===== config.mk =====
export PLATFORM = sky130hd
export DESIGN_NAME = smfu_qmul
export DESIGN_NICKNAME = d
export VERILOG_FILES = /design/src/sv/smfu_pkg.sv /design/src/sv/smfu_qmul.sv
export SDC_FILE = /design/constraint.sdc
export NUM_CORES = 2
export LEC_CHECK = 0
export ABC_AREA = 1
export BUFFER_PORTS_ARGS = -buffer_cell sky130_fd_sc_hd__buf_4
export CAP_MARGIN = 20
export CORE_UTILIZATION = 40
export CTS_BUF_LIST = sky130_fd_sc_hd__clkbuf_16
export DETAILED_ROUTE_END_ITERATION = 8
export HOLD_SLACK_MARGIN = 0.1
export PLACE_DENSITY = 0.57
export SKIP_CTS_REPAIR_TIMING = 1
export SYNTH_ARGS = -nofsm -noshare
export SYNTH_HDL_FRONTEND = slang
export SYNTH_SLANG_ARGS = --single-unit
export TNS_END_PERCENT = 100

===== constraint.sdc =====
create_clock -name clk -period 11.2 [get_ports clk]
set_clock_uncertainty 0.15 [all_clocks]
set_input_delay 2.24 -clock clk [delete_from_list [all_inputs] [get_ports clk]]
set_output_delay 2.24 -clock clk [all_outputs]
set_load 0.05 [all_outputs]

===== src/sv/smfu_pkg.sv =====
// Package for the SGD matrix factor update block.
// Holds table sizes, function codes, register indexes, Q8.24 helpers. No dependencies.
package smfu_pkg;

	localparam int unsigned QSHIFT = 24;

	// table geometry: rows of each table and features per row
	localparam int unsigned USER_ROWS    = 4096;
	localparam int unsigned ITEM_ROWS    = 4096;
	localparam int unsigned MAX_FEATURES = 64;

	typedef enum logic [2:0] {
		FN_LOAD_USER = 3'd0,
		FN_LOAD_ITEM = 3'd1,
		FN_TRAIN     = 3'd2,
		FN_READ_USER = 3'd3,
		FN_READ_ITEM = 3'd4
	} func_t;

	typedef enum logic [2:0] {
		REG_LR       = 3'd0,
		REG_RC       = 3'd1,
		REG_NC       = 3'd2,
		REG_MODE     = 3'd3,
		REG_FCOUNT   = 3'd4
	} reg_idx_t;

	localparam logic [1:0] MODE_DIFF = 2'd1;
	localparam logic [1:0] MODE_SIGN = 2'd2;

	localparam logic signed [31:0] S32_MAX = 32'sh7fffffff;
	localparam logic signed [31:0] S32_MIN = 32'sh80000000;

	// saturate a 48-bit signed value to 32 bits
	function automatic logic signed [31:0] sat48(input logic signed [47:0] x);
		logic signed [47:0] hi;
		logic signed [47:0] lo;
		hi = 48'(S32_MAX);
		lo = 48'(S32_MIN);
		if (x > hi) return S32_MAX;
		if (x < lo) return S32_MIN;
		return x[31:0];
	endfunction

	// round a 66-bit product to nearest Q8.24 (ties up), then saturate
	function automatic logic signed [31:0] qround(input logic signed [65:0] p);
		logic signed [65:0] r;
		logic signed [41:0] s;
		r = p + 66'sd8388608;
		s = 42'(r >>> QSHIFT);
		if (s > 42'sd2147483647) return S32_MAX;
		if (s < -42'sd2147483648) return S32_MIN;
		return s[31:0];
	endfunction

endpackage


===== src/sv/smfu_qmul.sv =====
// Registered Q8.24 multiplier: 33x33 product, then round and saturate.
// Depends on smfu_pkg.
module smfu_qmul (
	input  logic               clk,
	input  logic signed [32:0] a,
	input  logic signed [32:0] b,
	output logic signed [31:0] y
);
	logic signed [65:0] prod_s1;

	always_ff @(posedge clk) begin
		prod_s1 <= a * b;
	end

	assign y = smfu_pkg::qround(prod_s1);
endmodule


# After elaboration in Yosys (flattened, before gate mapping)
# Cells that the tools add are included.
[word_totals] inputBits=67 register_bits=66 out_inout_bits=32 wordCells=12
[op_classes] magnitude_cmp=2 n_addsub=1 n_mux=7 mul=1
[ops] cell="two-way mux 32 bit" count=4
[ops] cell="adder 66 x 25 -> 66 bit, second input constant" count=1
[ops] cell="multiplier 33 x 33 -> 66 bit" count=1
[ops] cell="> comparator 42 x 32 -> 1 bit, second input constant" count=1
[ops] cell="< comparator 42 x 32 -> 1 bit, second input constant" count=1
[ops] cell="two-way mux 1 bit" count=3

# Logic depth before layout (Yosys ltp)
[logic_depth] depth_word=6 depth_mapped=33 depth_no_buf=31

# Worst setup path after synthesis
# OpenSTA, ideal clock, no wires.
[synth_timing] path_kind="input port to flip-flop" start="in a[32]" end="reg prod_s1[60]" required_time_ns=10.938 t_arrival_ns=9.060 stages=25 n_path_buf=2 setup_slack_ns=1.877 setup_ns=0.112 path_cell_list="clkbuf_1 -> clkbuf_1 -> nand2_1 -> inv_1 -> fa_1 -> inv_1 -> fa_1 -> inv_1 -> fa_1 -> fa_1 -> fa_1 -> fa_1 -> inv_1 -> fa_1 -> inv_1 -> fa_1 -> ha_1 -> nand2_1 -> nor2_1 -> nand2_1 -> nor2_1 -> nand2_1 -> or2_2 -> nand3_1 -> nand2_1"
[synth_between] elab_chain_cells=1
[synth_rtl] item="start: declaration" line_no="smfu_qmul.sv:5" source="input logic signed [32:0] a,"
[synth_rtl] item="multiplier 33 x 33 -> 66 bit" line_no="smfu_qmul.sv:12" source="prod_s1 <= a * b;"
[synth_rtl] item="end signal: assignment" line_no="smfu_qmul.sv:12"
[synth_rtl] item="end: declaration" line_no="smfu_qmul.sv:9" source="logic signed [65:0] prod_s1;"
# No other way between the ends.

# Final worst setup path
[layout_timing] start="in a[32]" end="reg prod_s1[58]"
# The elaborated chain is that of the path after synthesis.

==> results.yml <==
run_status:
  run_status: "complete, no violations"
synth:
  yosysTopAreaCellShare: 0.5294
  netlist_area_um2: 43260
  synth-seq-area-share: 0.01990
  postSynth.asyncResetShare: 0
  yosysUniqueCellTypes: 33
  ys_warn_count: 0
  synth_area_leaders: "sky130_fd_sc_hd__fa_1 53%, sky130_fd_sc_hd__inv_1 16%, sky130_fd_sc_hd__nand2_1 13%, sky130_fd_sc_hd__ha_1 6.2%, sky130_fd_sc_hd__clkbuf_1 2.2%"
  synthesis.instances: 5627
  synth_ff_type: "sky130_fd_sc_hd__dfxtp_1"
  synth_top_area_cell: "sky130_fd_sc_hd__fa_1"
  synth_enable_flop_cells: 0
  yosysMostFrequentCell: "sky130_fd_sc_hd__inv_1"
  synth.cells.most_frequent: "1,855 x sky130_fd_sc_hd__inv_1, 1,481 x sky130_fd_sc_hd__nand2_1, 1,144 x sky130_fd_sc_hd__fa_1"
  syn_area_per_cell_um2: 7.688
  synth-seq-cells: 43
  mappedNetlistNets: 7051
detailed_routing:
  avg_wl_per_cell_um: 17.68
  finalWirelength_um: 121600
  dr_total_vias: 33150
  drc: 0
  detailedRoute.firstPassIterationCount: 6
  final_antenna_net_count: 0
  via_per_inst: 4.817
  dr.first_iter.drc_count: 1949
timing:
  finalCriticalPeriod_ns: 9.900
  rsz_0062_raised_after_global_routing: "no"
  finalSetupTns_ns: 0
  report.final.slew_viol_count: 0
  finalSetupViolations: 0
  max_freq_mhz: 101.0
  worst_slew_margin_rel: 0.3509
  final_hold_viol_count: 0
  fin_crit_sh: 0.8839
  timing_worst_slew_pin_value_ns: 0.9725
setup_path:
  end_kind: "register"
  cp-start-kind: "input port"
  end_point_of_the_critical_path: "prod_s1[58]"
  critPathKind: "input port to register"
  setup_crit_start: "a[32]"
  timing.critical_path.required_ns: 11.25
  critPathMaxFanout: 33
  cp.arrival_ns: 9.95
floorplan:
  die_ar_um2: 109500
  design.core.area_um2: 107200
  placement_rows: 120
  die_width_um: 330.9
  initial_utilization: 0.4035
  chipHeight_um: 330.9
  io-pin-count: 99
cells_and_area:
  top_register: "prod_s1"
  fin_nets: 6900
  fillers: 11200
  post_route_cells_drive_above_1_share: 0.02465
  largest_registers: "prod_s1 (43)"
  largest_register_ff_count: 43
  syn_to_final_growth_pct: 3.934
min_path:
  timing.hold.worst_path_depth: 8
  hold_class: "input port to register"
global_routing:
  grt_antenna_before_repair: 1
  grt_first_pass_wirelength_um: 201100
  grt_max_degree: 34
  vias_in_the_first_global_route: 36600
  grt_use_total: 0.2359
  grt.overflow.total: 0
clock_tree:
  total_cts_buffers: 5
  cts.root.buffer_cell: "sky130_fd_sc_hd__clkbuf_16"
  cts.sink_count: 43
  clock_slew_seen_by_the_registers_of_the_worst_setup_and_hold_paths_ns: 0.07
  ctsHtreeMaxLevel: 2
  clk_path_buf_depth: 2
  tritoncts_clock_tree: "built"
placed_design:
  finalWeightedCongestion: 1.012
  buffer_ports.inserted: 98
  place.detailed.hpwl_um: 103400
run:
  drv.max_cap_violation_count: 0
[routing by layer]
layer	up-vias	wire length, µm	global-route usage
li1	15080	-	-
met1	17020	51800	0.3081
met2	862	62300	0.4292
met3	186	4671	0.01312
met4	0	2871	0.05079
met5	-	0	0
[worst min-delay path by stage]
stage                           start     endpoint  slack, ns
after floorplan                  b[0]  prod_s1[42]       2.61
after global placement    prod_s1[65]        y[31]       2.77
after detailed placement  prod_s1[65]        y[31]       2.78
after CTS                        b[0]  prod_s1[42]       2.84
after global routing             a[0]  prod_s1[42]       2.95
final                            a[0]  prod_s1[42]       2.84
[cell usage in the layout, fill, tap and decap left out, types with 2 or more instances in the layout]
| master | instances |
|---|---|
| sky130_fd_sc_hd__a21o_1 | 5 |
| sky130_fd_sc_hd__clkbuf_16 | 5 |
| sky130_fd_sc_hd__nand3b_1 | 4 |
| sky130_fd_sc_hd__nand2_1 | 1481 |
| sky130_fd_sc_hd__inv_1 | 1855 |
| sky130_fd_sc_hd__ha_1 | 213 |
| sky130_fd_sc_hd__xnor2_1 | 21 |
| sky130_fd_sc_hd__nand4_1 | 30 |
| sky130_fd_sc_hd__o21bai_1 | 10 |
| sky130_fd_sc_hd__nor2_1 | 220 |
| sky130_fd_sc_hd__and3_1 | 4 |
| sky130_fd_sc_hd__buf_4 | 106 |
| sky130_fd_sc_hd__nor4_1 | 9 |
| sky130_fd_sc_hd__fa_1 | 1144 |
| sky130_fd_sc_hd__nand3_1 | 67 |
| sky130_fd_sc_hd__or2_2 | 12 |
| sky130_fd_sc_hd__nor3_1 | 13 |
| sky130_fd_sc_hd__o21ai_0 | 66 |
| sky130_fd_sc_hd__a21boi_0 | 4 |
| sky130_fd_sc_hd__o21a_1 | 6 |
| sky130_fd_sc_hd__nand2_2 | 4 |
| sky130_fd_sc_hd__dfxtp_1 | 43 |
| sky130_fd_sc_hd__xor2_1 | 48 |
| sky130_fd_sc_hd__clkinvlp_4 | 2 |
| sky130_fd_sc_hd__a21oi_1 | 95 |
| sky130_fd_sc_hd__a31oi_1 | 2 |
[kinds of logic (layout without fill, tap and decap cells)]
kind of cell	count (synthesis)	count (layout)	share of synthesized area
AO/OA/AOI/OAI	190	190	0.02360
XOR/XNOR	69	69	0.01397
adder cells (fa/ha/maj)	1357	1357	0.5910
buffers and inverters	2121	1971	0.1848
flip-flops	43	43	0.01990
other	0	1	0
AND/OR/NAND/NOR	1847	1847	0.1667
[per-stage QoR]
stage	util	worst slack, ns	cells	cell area (µm²)	hold WS [ns]
2_1_floorplan	-	1.877	5627	43260	2.607
3_3_place_gp	0.4177	0.9047	6871	44780	2.770
3_5_place_dp	0.4177	0.9534	6871	44780	2.779
4_1_cts	0.4191	1.253	6879	44930	2.845
5_1_grt	0.4194	0.8490	6881	44960	2.952
6_report	0.4194	1.300	6881	44960	2.845
[cell type report]
cell class | count | area [µm²] | area share
Clock inverter | 3 | 23.77 | 0.0005287
Sequential cell | 43 | 860.8 | 0.01915
Antenna cell | 1 | 2.502 | 0.00005566
Inverter | 1856 | 6967 | 0.1549
Clock buffer | 5 | 125.1 | 0.002783
Multi-Input combinational cell | 3463 | 34400 | 0.7652
Tap cell | 1403 | 1755 | 0.03904
Timing Repair Buffer | 107 | 823.3 | 0.01831
[critical path: stages]
cell and delay (ns):
sky130_fd_sc_hd__buf_4 0.37, sky130_fd_sc_hd__nand2_1 0.18, sky130_fd_sc_hd__inv_1 0.16, sky130_fd_sc_hd__fa_1 0.49
sky130_fd_sc_hd__fa_1 0.62, sky130_fd_sc_hd__fa_1 0.67, sky130_fd_sc_hd__fa_1 1.24, sky130_fd_sc_hd__fa_1 0.58
sky130_fd_sc_hd__fa_1 0.50, sky130_fd_sc_hd__fa_1 0.49, sky130_fd_sc_hd__inv_1 0.05, sky130_fd_sc_hd__fa_1 0.47
sky130_fd_sc_hd__inv_1 0.04, sky130_fd_sc_hd__ha_1 0.43, sky130_fd_sc_hd__nand2_1 0.14, sky130_fd_sc_hd__nor2_1 0.14
sky130_fd_sc_hd__inv_1 0.10, sky130_fd_sc_hd__nor2_1 0.34, sky130_fd_sc_hd__nand2_1 0.13, sky130_fd_sc_hd__nor2_1 0.27
sky130_fd_sc_hd__nor3_1 0.12, sky130_fd_sc_hd__nand3_1 0.10, sky130_fd_sc_hd__nand2_1 0.06
Power is not shown: default switching activity piles up to over one toggle a cycle in this logic, so the estimate is an artifact.
